<file path="config.mk">
export PLATFORM = sky130hd
export DESIGN_NAME = i2c_master_status_handler
export DESIGN_NICKNAME = d
export VERILOG_FILES = /design/src/rtl/core/i2cms_pkg.sv /design/src/rtl/core/i2cms_buf_ram.sv /design/src/rtl/core/i2cms_seq.sv /design/src/rtl/core/i2c_master_status_handler.sv
export VERILOG_INCLUDE_DIRS = /design/src /design/src/rtl/core
export SDC_FILE = /design/constraint.sdc
export NUM_CORES = 1
export LEC_CHECK = 0
export ABC_AREA = 1
export ABC_CLOCK_PERIOD_IN_PS = 2900
export BUFFER_PORTS_ARGS = -buffer_cell sky130_fd_sc_hd__buf_4
export CAP_MARGIN = 20
export CORE_AREA = 2 2 135 189
export DETAILED_ROUTE_END_ITERATION = 7
export DIE_AREA = 0 0 137 191
export GPL_TIMING_DRIVEN = 0
export PLACE_DENSITY = 0.54
export SKIP_LAST_GASP = 1
export SYNTH_ARGS = -nofsm -noshare
export SYNTH_HDL_FRONTEND = slang
export SYNTH_SLANG_ARGS = --single-unit
export TNS_END_PERCENT = 100
</file>
<file path="constraint.sdc">
create_clock -name clk_i -period 2.9 [get_ports clk_i]
set_input_delay 0.87 -clock clk_i [delete_from_list [all_inputs] [get_ports clk_i]]
set_output_delay 0.87 -clock clk_i [all_outputs]
set_load 0.02 [all_outputs]
</file>
<file path="src/rtl/core/assert_macros.svh">
// Concurrent assertion macros shared by the I2C status handler RTL.
`ifndef ASSERT_MACROS_SVH
`define ASSERT_MACROS_SVH

`ifndef ASSERT_OFF

// Property must hold at every clock edge outside reset.
`define ASSERT_HOLDS(label, clk, rst_n, prop, msg) \
  label: assert property (@(posedge clk) disable iff (!rst_n) (prop)) else $error(msg);

// Same-cycle implication.
`define ASSERT_IMPL(label, clk, rst_n, ante, cons, msg) \
  label: assert property (@(posedge clk) disable iff (!rst_n) (ante) |-> (cons)) else $error(msg);

// Next-cycle implication.
`define ASSERT_NEXT(label, clk, rst_n, ante, cons, msg) \
  label: assert property (@(posedge clk) disable iff (!rst_n) (ante) |=> (cons)) else $error(msg);

`else

`define ASSERT_HOLDS(label, clk, rst_n, prop, msg)
`define ASSERT_IMPL(label, clk, rst_n, ante, cons, msg)
`define ASSERT_NEXT(label, clk, rst_n, ante, cons, msg)

`endif

`endif

</file>
<file path="src/rtl/core/i2cms_pkg.sv">
// Types and constants of the I2C master status handler.
`timescale 1ns / 1ps

package i2cms_pkg;

  // Request kinds carried in tuser
  typedef enum logic [1:0] {
    REQ_LOAD   = 2'd0,
    REQ_READ   = 2'd1,
    REQ_START  = 2'd2,
    REQ_STATUS = 2'd3
  } req_e;

  // Latched transaction outcome
  typedef enum logic [2:0] {
    DONE_BUSY        = 3'd0,
    DONE_ADDR_W_NACK = 3'd1,
    DONE_WRITE_OK    = 3'd2,
    DONE_DATA_NACK   = 3'd3,
    DONE_ARB_LOST    = 3'd4,
    DONE_ADDR_R_NACK = 3'd5,
    DONE_READ_OK     = 3'd6
  } done_e;

  // Controller status codes
  localparam logic [7:0] ST_BUS_ERROR   = 8'h00;
  localparam logic [7:0] ST_START       = 8'h08;
  localparam logic [7:0] ST_RESTART     = 8'h10;
  localparam logic [7:0] ST_SLA_W_ACK   = 8'h18;
  localparam logic [7:0] ST_SLA_W_NACK  = 8'h20;
  localparam logic [7:0] ST_DATA_W_ACK  = 8'h28;
  localparam logic [7:0] ST_DATA_W_NACK = 8'h30;
  localparam logic [7:0] ST_ARB_LOST    = 8'h38;
  localparam logic [7:0] ST_SLA_R_ACK   = 8'h40;
  localparam logic [7:0] ST_SLA_R_NACK  = 8'h48;
  localparam logic [7:0] ST_DATA_R_ACK  = 8'h50;
  localparam logic [7:0] ST_DATA_R_NACK = 8'h58;

  // Configuration register indexes
  localparam int unsigned CFG_IDX_W  = 2;
  localparam int unsigned CFG_DATA_W = 7;
  localparam logic [CFG_IDX_W-1:0] CFG_SLAVE_ADDR = 2'd0;
  localparam logic [CFG_IDX_W-1:0] CFG_READ_MODE  = 2'd1;
  localparam logic [CFG_IDX_W-1:0] CFG_BYTE_COUNT = 2'd2;

  localparam int unsigned SLAVE_W    = 7;
  localparam int unsigned COUNT_W    = 5;
  localparam int unsigned POS_W      = 4;
  localparam int unsigned S_TDATA_W  = 24;
  localparam int unsigned S_TUSER_W  = 2;
  localparam int unsigned M_TDATA_W  = 32;

  // Buffer access request toward the RAM
  typedef struct packed {
    logic en;
    logic we;
  } mem_ctl_t;

  // Decoded result of one item, minus the byte read from the buffer
  typedef struct packed {
    logic       tx_valid;
    logic       tx_from_mem;
    logic [7:0] tx_fixed;
    logic       set_start;
    logic       clear_start;
    logic       set_stop;
    logic       set_ack;
    logic       clear_ack;
    logic       clear_irq;
    logic       rd_from_mem;
    logic [2:0] done_code;
  } res_t;

endpackage

</file>
<file path="src/rtl/core/i2cms_buf_ram.sv">
// Byte buffer: single-port synchronous RAM with registered read data.
`timescale 1ns / 1ps

module i2cms_buf_ram #(
  parameter int unsigned DEPTH = 16,
  parameter int unsigned AW    = 4
) (
  input  logic                clk_i,
  input  i2cms_pkg::mem_ctl_t ctl_i,
  input  logic [AW-1:0]       addr_i,
  input  logic [7:0]          wdata_i,
  output logic [7:0]          rdata_o
);
  import i2cms_pkg::*;

  logic [7:0] mem_q [DEPTH];
  logic [7:0] rdata_q;

  always_ff @(posedge clk_i) begin
    if (ctl_i.en) begin
      if (ctl_i.we) begin
        mem_q[addr_i] <= wdata_i;
      end else begin
        rdata_q <= mem_q[addr_i];
      end
    end
  end

  assign rdata_o = rdata_q;

endmodule

</file>
<file path="src/rtl/core/i2cms_seq.sv">
// Status decoder with byte index, outcome and configuration registers.
`timescale 1ns / 1ps

module i2cms_seq #(
  parameter int unsigned BUFFER_DEPTH = 16,
  parameter int unsigned AW           = 4
) (
  input  logic                                 clk_i,
  input  logic                                 rst_ni,
  input  logic                                 fire_i,
  input  i2cms_pkg::req_e                      req_i,
  input  logic [i2cms_pkg::POS_W-1:0]          pos_i,
  input  logic [7:0]                           data_i,
  input  logic [7:0]                           status_i,
  input  logic                                 cfg_we_i,
  input  logic [i2cms_pkg::CFG_IDX_W-1:0]      cfg_idx_i,
  input  logic [i2cms_pkg::CFG_DATA_W-1:0]     cfg_data_i,
  output i2cms_pkg::mem_ctl_t                  mem_ctl_o,
  output logic [AW-1:0]                        mem_addr_o,
  output logic [7:0]                           mem_wdata_o,
  output i2cms_pkg::res_t                      res_o
);
  import i2cms_pkg::*;

  localparam int unsigned IW = $clog2(BUFFER_DEPTH + 1);
  localparam int unsigned CW = (IW > COUNT_W) ? IW : COUNT_W;
  localparam int unsigned PW = (AW > POS_W) ? AW : POS_W;
  localparam int unsigned DW = (IW > POS_W) ? IW : POS_W;
  localparam logic [IW-1:0] DEPTH_V = IW'(BUFFER_DEPTH);

  logic [SLAVE_W-1:0] slave_q;
  logic               rmode_q;
  logic [COUNT_W-1:0] count_q;
  logic [IW-1:0]      idx_q, idx_d;
  done_e              outcome_q, outcome_d;

  logic [DW-1:0] pos_x;
  logic [PW-1:0] pos_w;
  logic          pos_ok;
  logic          idx_ok;
  logic [IW-1:0] idx_inc;
  logic [IW-1:0] idx_rx;

  assign pos_x   = DW'(pos_i);
  assign pos_w   = PW'(pos_i);
  assign pos_ok  = pos_x < DW'(BUFFER_DEPTH);
  assign idx_ok  = idx_q < DEPTH_V;
  assign idx_inc = idx_q + 1'b1;
  assign idx_rx  = idx_ok ? idx_inc : idx_q;

  always_comb begin
    res_o       = '0;
    mem_ctl_o   = '0;
    mem_addr_o  = pos_w[AW-1:0];
    mem_wdata_o = data_i;
    idx_d       = idx_q;
    outcome_d   = outcome_q;
    if (fire_i) begin
      unique case (req_i)
        REQ_LOAD: begin
          mem_ctl_o.en = pos_ok;
          mem_ctl_o.we = 1'b1;
        end
        REQ_READ: begin
          mem_ctl_o.en      = pos_ok;
          res_o.rd_from_mem = pos_ok;
        end
        REQ_START: begin
          idx_d           = '0;
          outcome_d       = DONE_BUSY;
          res_o.set_start = 1'b1;
        end
        REQ_STATUS: begin
          unique case (status_i)
            ST_BUS_ERROR: begin
              res_o.set_stop  = 1'b1;
              res_o.set_ack   = 1'b1;
              res_o.clear_irq = 1'b1;
            end
            ST_START, ST_RESTART: begin
              res_o.tx_valid    = 1'b1;
              res_o.tx_fixed    = {slave_q, rmode_q};
              res_o.clear_start = 1'b1;
              res_o.set_ack     = 1'b1;
              res_o.clear_irq   = 1'b1;
            end
            ST_SLA_W_ACK, ST_DATA_W_ACK: begin
              // first data byte goes out whatever the count
              if (status_i == ST_SLA_W_ACK || CW'(idx_q) < CW'(count_q)) begin
                res_o.tx_valid    = 1'b1;
                res_o.tx_from_mem = idx_ok;
                mem_ctl_o.en      = idx_ok;
                mem_addr_o        = idx_q[AW-1:0];
                idx_d             = idx_rx;
              end else begin
                res_o.set_stop = 1'b1;
                outcome_d      = DONE_WRITE_OK;
              end
              res_o.set_ack   = 1'b1;
              res_o.clear_irq = 1'b1;
            end
            ST_SLA_W_NACK: begin
              res_o.set_stop  = 1'b1;
              res_o.set_ack   = 1'b1;
              res_o.clear_irq = 1'b1;
              outcome_d       = DONE_ADDR_W_NACK;
            end
            ST_DATA_W_NACK: begin
              res_o.set_stop  = 1'b1;
              res_o.set_ack   = 1'b1;
              res_o.clear_irq = 1'b1;
              outcome_d       = DONE_DATA_NACK;
            end
            ST_ARB_LOST: begin
              res_o.set_start = 1'b1;
              res_o.set_ack   = 1'b1;
              res_o.clear_irq = 1'b1;
              outcome_d       = DONE_ARB_LOST;
            end
            ST_SLA_R_ACK: begin
              res_o.set_ack   = 1'b1;
              res_o.clear_irq = 1'b1;
            end
            ST_SLA_R_NACK: begin
              res_o.set_stop  = 1'b1;
              res_o.set_ack   = 1'b1;
              res_o.clear_irq = 1'b1;
              outcome_d       = DONE_ADDR_R_NACK;
            end
            ST_DATA_R_ACK: begin
              mem_ctl_o.en = idx_ok;
              mem_ctl_o.we = 1'b1;
              mem_addr_o   = idx_q[AW-1:0];
              idx_d        = idx_rx;
              // nack the last byte
              if (CW'(idx_rx) >= CW'(count_q)) begin
                res_o.clear_ack = 1'b1;
              end else begin
                res_o.set_ack = 1'b1;
              end
              res_o.clear_irq = 1'b1;
            end
            ST_DATA_R_NACK: begin
              mem_ctl_o.en    = idx_ok;
              mem_ctl_o.we    = 1'b1;
              mem_addr_o      = idx_q[AW-1:0];
              idx_d           = idx_rx;
              res_o.set_stop  = 1'b1;
              res_o.set_ack   = 1'b1;
              res_o.clear_irq = 1'b1;
              outcome_d       = DONE_READ_OK;
            end
            default: begin
            end
          endcase
        end
        default: begin
        end
      endcase
    end
    res_o.done_code = outcome_d;
  end

  always_ff @(posedge clk_i or negedge rst_ni) begin
    if (!rst_ni) begin
      idx_q     <= '0;
      outcome_q <= DONE_BUSY;
    end else begin
      idx_q     <= idx_d;
      outcome_q <= outcome_d;
    end
  end

  always_ff @(posedge clk_i or negedge rst_ni) begin
    if (!rst_ni) begin
      slave_q <= '0;
      rmode_q <= 1'b0;
      count_q <= '0;
    end else if (cfg_we_i) begin
      unique case (cfg_idx_i)
        CFG_SLAVE_ADDR: slave_q <= cfg_data_i[SLAVE_W-1:0];
        CFG_READ_MODE:  rmode_q <= cfg_data_i[0];
        CFG_BYTE_COUNT: count_q <= cfg_data_i[COUNT_W-1:0];
        default: begin
        end
      endcase
    end
  end

endmodule

</file>
<file path="src/rtl/core/i2c_master_status_handler.sv">
// I2C master status handler: top level with stream ports and result register.
// Results are registered: an accepted input shows on the master side the next cycle.
// Throughput: one item per cycle unless the master stalls; each item makes at most one
// byte buffer RAM access, whose registered read data lands with the result register.
// Reset (async, active low) clears byte index, outcome, configuration and the
// result valid flag; the byte buffer is not cleared and needs no clearing pass.
`timescale 1ns / 1ps
`include "assert_macros.svh"

module i2c_master_status_handler #(
  parameter int unsigned BUFFER_DEPTH = 16
) (
  input  logic                                  clk_i,
  input  logic                                  rst_ni,
  // Slave side. tdata: buf_index[3:0], data_byte[11:4], bus_status[19:12], zero[23:20]
  input  logic                                  s_axis_tvalid,
  output logic                                  s_axis_tready,
  input  logic [i2cms_pkg::S_TDATA_W-1:0]       s_axis_tdata,
  // tuser: req_type[1:0]
  input  logic [i2cms_pkg::S_TUSER_W-1:0]       s_axis_tuser,
  // Master side. tdata: tx_valid[0], tx_byte[8:1], set_start[9], clear_start[10],
  // set_stop[11], set_ack[12], clear_ack[13], clear_irq[14], done_code[17:15],
  // read_byte[25:18], zero[31:26]
  output logic                                  m_axis_tvalid,
  input  logic                                  m_axis_tready,
  output logic [i2cms_pkg::M_TDATA_W-1:0]       m_axis_tdata,
  // Configuration write port
  input  logic                                  cfg_we_i,
  input  logic [i2cms_pkg::CFG_IDX_W-1:0]       cfg_idx_i,
  input  logic [i2cms_pkg::CFG_DATA_W-1:0]      cfg_data_i
);
  import i2cms_pkg::*;

  localparam int unsigned AW = (BUFFER_DEPTH > 1) ? $clog2(BUFFER_DEPTH) : 1;

  logic          in_fire;
  req_e          req;
  mem_ctl_t      mem_ctl;
  logic [AW-1:0] mem_addr;
  logic [7:0]    mem_wdata;
  logic [7:0]    mem_rdata;
  res_t          res_d, res_q;
  logic          m_valid_q;
  logic [7:0]    tx_byte;
  logic [7:0]    read_byte;

  // Result register frees up when it is empty or being drained this cycle.
  assign s_axis_tready = !m_valid_q || m_axis_tready;
  assign in_fire       = s_axis_tvalid && s_axis_tready;
  assign req           = req_e'(s_axis_tuser);

  i2cms_seq #(
    .BUFFER_DEPTH (BUFFER_DEPTH),
    .AW           (AW)
  ) u_seq (
    .clk_i       (clk_i),
    .rst_ni      (rst_ni),
    .fire_i      (in_fire),
    .req_i       (req),
    .pos_i       (s_axis_tdata[3:0]),
    .data_i      (s_axis_tdata[11:4]),
    .status_i    (s_axis_tdata[19:12]),
    .cfg_we_i    (cfg_we_i),
    .cfg_idx_i   (cfg_idx_i),
    .cfg_data_i  (cfg_data_i),
    .mem_ctl_o   (mem_ctl),
    .mem_addr_o  (mem_addr),
    .mem_wdata_o (mem_wdata),
    .res_o       (res_d)
  );

  // RAM read data is registered on the same edge as res_q, so the two line up.
  i2cms_buf_ram #(
    .DEPTH (BUFFER_DEPTH),
    .AW    (AW)
  ) u_buf (
    .clk_i   (clk_i),
    .ctl_i   (mem_ctl),
    .addr_i  (mem_addr),
    .wdata_i (mem_wdata),
    .rdata_o (mem_rdata)
  );

  always_ff @(posedge clk_i or negedge rst_ni) begin
    if (!rst_ni) begin
      m_valid_q <= 1'b0;
    end else if (s_axis_tready) begin
      m_valid_q <= s_axis_tvalid;
    end
  end

  always_ff @(posedge clk_i) begin
    if (in_fire) begin
      res_q <= res_d;
    end
  end

  // Past the buffer end the fixed byte (zero) goes out instead of RAM data.
  assign tx_byte   = res_q.tx_from_mem ? mem_rdata : res_q.tx_fixed;
  assign read_byte = res_q.rd_from_mem ? mem_rdata : 8'h00;

  assign m_axis_tvalid = m_valid_q;
  assign m_axis_tdata  = {6'b0, read_byte, res_q.done_code, res_q.clear_irq,
                          res_q.clear_ack, res_q.set_ack, res_q.set_stop,
                          res_q.clear_start, res_q.set_start, tx_byte,
                          res_q.tx_valid};

  // Every accepted transfer shows up as a result in the next cycle.
  `ASSERT_NEXT(a_fire_result, clk_i, rst_ni, in_fire, m_axis_tvalid, "accepted item lost")
  // A start request restarts the outcome at busy and asks for a start condition.
  `ASSERT_NEXT(a_start_clears, clk_i, rst_ni, in_fire && req == REQ_START, m_axis_tvalid && res_q.set_start && res_q.done_code == DONE_BUSY, "start request mishandled")
  // One RAM read per item: never both a transmit byte and a read byte from it.
  `ASSERT_IMPL(a_one_rd_user, clk_i, rst_ni, m_axis_tvalid, !(res_q.tx_from_mem && res_q.rd_from_mem), "RAM data claimed twice")
  // A held result blocks new input so RAM read data is not overwritten.
  `ASSERT_IMPL(a_stall_blocks, clk_i, rst_ni, m_axis_tvalid && !m_axis_tready, !s_axis_tready, "input taken while result stalled")

endmodule
</file>
After elaboration in Yosys (flattened, before gate mapping)
Memories as Yosys holds them, arrays and structs flattened. A register that Yosys moved wholly into a read port is not among the register bits.
Index checks and enable logic that the tools add are counted.
{"block": "totals", "reg_bits": 42, "ramBits": 128, "in_bits": 40, "output_inout_bits": 34, "elab_cells": 99, "memories": 1}
{"memory": "u_buf.mem_q", "words": 16, "width": 8, "read_ports": 1, "rd_ports_with_merged_regs": 1, "wr": 1, "line_no": "i2cms_buf_ram.sv:16", "text": "logic [7:0] mem_q [DEPTH];"}
{"block": "classes", "addsub": 1, "magnitude_cmp": 4, "n_eq_ne": 18, "mux": 34, "bitwise": 1, "reduce_logical": 23}
{"op": "8-bit by 6-bit equality test with 1-bit output (second input constant)", "n": 4}
{"op": "8-bit by 7-bit equality test with 1-bit output (second input constant)", "n": 4}
{"op": "5-bit one-hot mux with 2 select lines", "n": 2}
{"op": "3-bit one-hot mux with 6 select lines", "n": 1}
{"op": "8-bit by 5-bit equality test with 1-bit output (second input constant)", "n": 2}
{"op": "8-bit two-way mux", "n": 2}
{"op": "1-bit one-hot mux with 2 select lines", "n": 7}
{"op": "4-bit two-way mux", "n": 3}
{"op": "2-bit AND reduction", "n": 6}
{"op": "12-bit OR reduction", "n": 1}
{"op": "1-bit two-way mux", "n": 11}
{"op": "11-bit OR reduction", "n": 1}
{"op": "5-bit two-way mux", "n": 2}
{"op": "8-bit by 4-bit equality test with 1-bit output (second input constant)", "n": 1}
{"op": "8-bit logical NOT", "n": 1}
{"op": "4-bit one-hot mux with 2 select lines", "n": 1}
{"op": "2-bit OR reduction", "n": 4}
{"op": "2-bit equality test (second input constant)", "n": 3}
{"op": "3-bit two-way mux", "n": 2}
{"op": "3-bit one-hot mux with 2 select lines", "n": 1}
{"op": "5-bit by 1-bit adder with 5-bit output (second input constant)", "n": 1}
{"op": "5-bit greater-or-equal comparator", "n": 1}
{"op": "4-bit by 5-bit less-than comparator with 1-bit output (second input constant)", "n": 1}
{"op": "5-bit less-than comparator", "n": 1}
{"op": "other kinds (14)", "n": 18}

Longest topological paths before layout
{"block": "logic_depth", "word_depth": 9, "ltp_mapped": 20, "mapped_depth_nobuf": 18}

Hierarchy
A second synthesis with hierarchy kept.
{"block": "unflattened", "hier_cells": 915, "hier_area_um2": 8409.3}
{"mod": "i2cms_buf_ram", "instances": 1, "cells_per_inst": 552, "area_per_inst_um2": 5691.7, "seq_area_each_um2": 4083.9}
{"mod": "i2cms_seq", "instances": 1, "cells_per_inst": 278, "area_per_inst_um2": 1771.7, "seq_area_each_um2": 525.5}
{"mod": "i2c_master_status_handler", "instances": 1, "cells_per_inst": 85, "area_per_inst_um2": 945.9, "seq_area_each_um2": 625.6}

Worst setup path before layout
No wires, ideal clock.
{"block": "synth_path", "kind": "input -> register", "from": "input s_axis_tuser[0] (netlist bit)", "to": "memory u_buf.mem_q[8][0], enable pin", "setup_ns": 0.370, "t_arrival_ns": 2.593, "t_required_ns": 2.530, "slack_ns": -0.064, "cell_stages": 11, "n_path_buf": 2, "path_cell_list": "ha_1 -> buf_4 -> inv_1 -> nor2_2 -> nand3_2 -> nand2_1 -> nand2_2 -> inv_2 -> buf_4 -> nand4_1 -> nor2_1"}
{"block": "synth_between", "elab_chain_len": 6, "elab_cells_between_ends": 12, "cone_classes": "eq/ne: 2; mux: 8; reduce/logical: 2"}
{"item": "start, declared", "line_no": "i2c_master_status_handler.sv:20", "text": "input logic [i2cms_pkg::S_TUSER_W-1:0] s_axis_tuser,"}
{"item": "2-bit equality test (tied with other cells)", "line_no": "i2cms_seq.sv:59", "text": "unique case (req_i)"}
{"item": "1-bit one-hot mux with 2 select lines / 2-bit OR reduction (equally long branches)"}
{"item": "2-bit two-way mux / 1-bit one-hot mux with 2 select lines (equally long branches)", "line_no": "i2cms_seq.sv:58, i2cms_seq.sv:59"}
{"item": "1-bit two-way mux / 2-bit two-way mux (equally long branches)", "line_no": "i2cms_buf_ram.sv:21, i2cms_seq.sv:58"}
{"item": "1-bit two-way mux", "line_no": "i2cms_buf_ram.sv:20", "text": "if (ctl_i.en) begin"}
{"item": "1-bit two-way mux (implied by the code)", "line_no": "i2cms_buf_ram.sv:22", "text": "mem_q[addr_i] <= wdata_i;"}
{"item": "end, declared", "line_no": "i2cms_buf_ram.sv:16"}
Parallel ways exist; a longest one is shown, timed or not.

Worst setup path in the final report
{"block": "layout_path", "from": "input s_axis_tuser[0] (netlist bit)", "to": "memory u_buf.mem_q[4][5], enable pin"}
The elaborated chain is that of the path after synthesis.

==> results_dict.tcl <==
set metrics [dict create \
    pwr-share-seq 0.503 \
    maxSlewViolCount 0 \
    holdBufCountCts 0 \
    rsz0062_at_grt "yes" \
    insertion_delay_ns 0.43 \
    path_buf_inv 6 \
    track_usage 0.163 \
    p_leak_uw 0.00444 \
    status "complete, no violations" \
    die_h_um 191 \
    num_rows 68 \
    grt_pass1_wl_um 31700 \
    synthArstFlopShare 0.124 \
    worstHoldPathType "in -> async" \
    syn-cell-area_mm2 0.00846 \
    synth_top_family_by_area "simple AND/OR/NAND/NOR gates" \
    maxCapViolations 0 \
    num_vias 6071 \
    ys.flop_type "edfxtp_1" \
    yosysWarnings 0 \
    crit_top_cell "buf_4" \
    finalWeightedCongestion 0.840 \
    synth_top_area_frac 0.554 \
    cp_data_required_time_ns 3.01 \
    core_area_mm2 0.0245 \
    p_switching_uw 1420 \
    dp_slack_ns -0.980 \
    dp_hpwl_um 14800 \
    slew_headroom 0.490 \
    yosysMostFrequentCell "nand2_1" \
    cts_buffers 17 \
    setup_viol 0 \
    path_cells "buf_4, ha_1, buf_4, clkinvlp_4, nor2_4, nand3_2, nand2_1, nand2_4, inv_4, buf_4, nand4_1, buf_4, nor2_4" \
    vdd_drop_max_mv 0.402 \
    yosysTopAreaCell "edfxtp_1" \
    placedCellCount 1254 \
    wl_per_cell_um 15.9 \
    clkSinkCount 178 \
    path_delay_family "buffers and inverters" \
    area_growth_pct 21.2 \
    grt_pass1_vias 5918 \
    synth_area_leaders "edfxtp_1 (55%), nand2_1 (15%), dfrtp_1 (6.5%), nand3_1 (4.7%), inv_1 (3.2%)" \
    swShare 0.248 \
    arrival_ns 2.92 \
    tightestPinTransition_ns 0.764 \
    p_comb_frac 0.113 \
    skew_ns 0.0131 \
    antenna_found_initial 0 \
    hold_viol 0 \
    synthSimpleGateAreaFrac 0.244 \
    layout_setup_ws_ns 0.0866 \
    initial_core_util 0.345 \
    crit_slowest_cell "nor2_4" \
    ys_ff_latch 178 \
    cts.path.max_buffers 2 \
    yosysSeqAreaShare 0.619 \
    diodes 0 \
    tns_ns 0 \
    dieArea_mm2 0.0262 \
    start_kind "input pin" \
    drtIter0Drc 315 \
    end_kind "flop" \
    gr-total-overflow 0 \
    syn_inst 871 \
    die_width_um 137 \
    first_pass_iters 5 \
    ant_nets 0 \
    synth_compound_area_frac 0.0283 \
    avgSynthCellArea_um2 9.71 \
    crit_fanout 10 \
    synthXorXnorAreaFrac 0.00207 \
    synth-edff-count 156 \
    finalNonFillerCells 1301 \
    avgViaCountPerCell 4.67 \
    power.share.clock 0.384 \
    clkSlewWorstSetupHoldPaths_ns 0.06 \
    power.density_mw_per_mm2 560 \
    cts_root_buf "clkbuf_16" \
    io_buffers 63 \
    finalCritPeriodShare 0.970 \
    drive_above_1_share 0.222 \
    power.internal_uw 4310 \
    final_nets 1027 \
    ios 74 \
    cts_max_level 4 \
    grt_max_degree 23 \
    synth_commonest_cells "nand2_1 (340), edfxtp_1 (156), nand3_1 (79), inv_1 (73), nor2_1 (45)" \
    yosysUniqueCellTypes 36 \
    synth_fa_ha_area_frac 0.0207 \
    critPathKind "in -> reg" \
    fin_crit_ns 2.81 \
    critPathMaxStageDelay_ns 0.23 \
    cts_tree "done" \
    drc_errors 0 \
    muxShareOfSynthArea 0.0106 \
    drt-total-wl_um 20700 \
    fmax_mhz 355 \
]
power by group through the flow:
stage	sequential, uW	combinational, uW	clock [uW]
after floorplan	2930	382	0
after global placement	2940	615	0
after detailed placement	2940	618	0
after CTS	2890	636	2250
after global routing	2890	732	2340
final	2890	647	2200
final timing paths:
path / start / endpoint / slack (ns) / depth (start not counted)
worst max-delay path: s_axis_tuser[0] / u_buf.mem_q[4][5]$_DFFE_PP_ / 0.09 / 13
worst min-delay path: rst_ni / m_axis_tvalid$_DFFE_PN0N_ / 0.34 / 1
worst max register to register: u_seq.idx_q[2]$_DFFE_PN0P_ / u_buf.mem_q[10][2]$_DFFE_PP_ / 0.12 / 13
worst min register to register: u_seq.slave_q[1]$_DFFE_PN0P_ / u_seq.slave_q[1]$_DFFE_PN0P_ / 0.49 / 2
max in group asynchronous: rst_ni / u_seq.idx_q[2]$_DFFE_PN0P_ / 2.29 / 1
min in group clk_i: u_seq.slave_q[1]$_DFFE_PN0P_ / u_seq.slave_q[1]$_DFFE_PN0P_ / 0.49 / 2
layout make-up:
| type | instances | area [um2] |
|---|---|---|
| Timing Repair Buffer | 78 | 589 |
| Multi-Input combinational cell | 568 | 2810 |
| Sequential cell | 178 | 5240 |
| Clock buffer | 23 | 500 |
| Tap cell | 315 | 394 |
| Inverter | 83 | 322 |
| Clock inverter | 9 | 70.1 |
| Fill cell | 2429 | 14300 |
| Buffer | 47 | 324 |
placed cells by master (no fill, tap or decap), types with 9 or more instances in the layout:
cell | synthesis | routed
nand2_2 | 7 | 9
nor2_1 | 45 | 26
a21oi_1 | 10 | 9
dfrtp_1 | 22 | 20
inv_2 | 10 | 9
clkbuf_16 | 0 | 19
buf_2 | 15 | 13
o21ai_0 | 21 | 21
edfxtp_1 | 156 | 156
nand2_1 | 340 | 337
ha_1 | 14 | 14
nand3_1 | 79 | 76
inv_1 | 73 | 71
nor2_4 | 2 | 20
buf_4 | 21 | 100
kinds of logic after synthesis:
family | after synthesis
muxes | 8
DFF | 178
and+or+nand+nor | 497
other | 1
adders and majority gates | 14
xor gates and xnor gates | 2
buffers and inverters | 130
AOI/OAI and AO/OA | 41
flip-flops by register name, indices dropped and copies added, names as in the netlist:
name and count:
m_axis_tdata 10, m_axis_tvalid 1, res_q 10, u_buf.mem_q 128, u_buf.rdata_o 8, u_seq.count_q 5
u_seq.idx_q 5, u_seq.outcome_q 3, u_seq.rmode_q 1, u_seq.slave_q 7
repair_timing:
item                                    4_1_cts  5_1_grt
pin swaps                                     6        9
setup buffers                                 4       11
hold endpoints to repair                      0        0
endpoints found under the setup margin      128      136
resized for setup                            42       14
metrics by stage:
step / hold slack [ns] / instance area, um2 / power, uW / utilization
floorplan: 0.453 / 8480 / 3310 / -
global placement: 0.471 / 9350 / 3550 / 0.382
detailed placement: 0.478 / 9350 / 3560 / 0.382
CTS: 0.329 / 10100 / 5770 / 0.413
global route: 0.347 / 10200 / 5960 / 0.418
finish: 0.340 / 10200 / 5740 / 0.418
metal layers:
layer  routed length, um  share of wire  vias to the layer above  global-route usage
met3                 894          0.043                       35              0.0268
met2               10800           0.52                      150               0.296
met1                8500           0.41                     2859               0.190
li1                    -              -                     3027                   -
met5                   0              0                        -                   0
met4                 501          0.024                        0              0.0595
worst reg2reg max path, stage by stage, from the launching register on:
cell,delay (ns)
dfrtp_2,0.45
ha_1,0.33
nand2_1,0.07
nand2_1,0.05
nand2_1,0.09
nand3_4,0.11
nand3_4,0.10
nand2_2,0.09
o31ai_1,0.20
nand2_1,0.17
nor2_4,0.20
nand4_1,0.17
buf_6,0.18
nor2_4,0.26
Note: power is estimated with default switching activity, not from simulation.
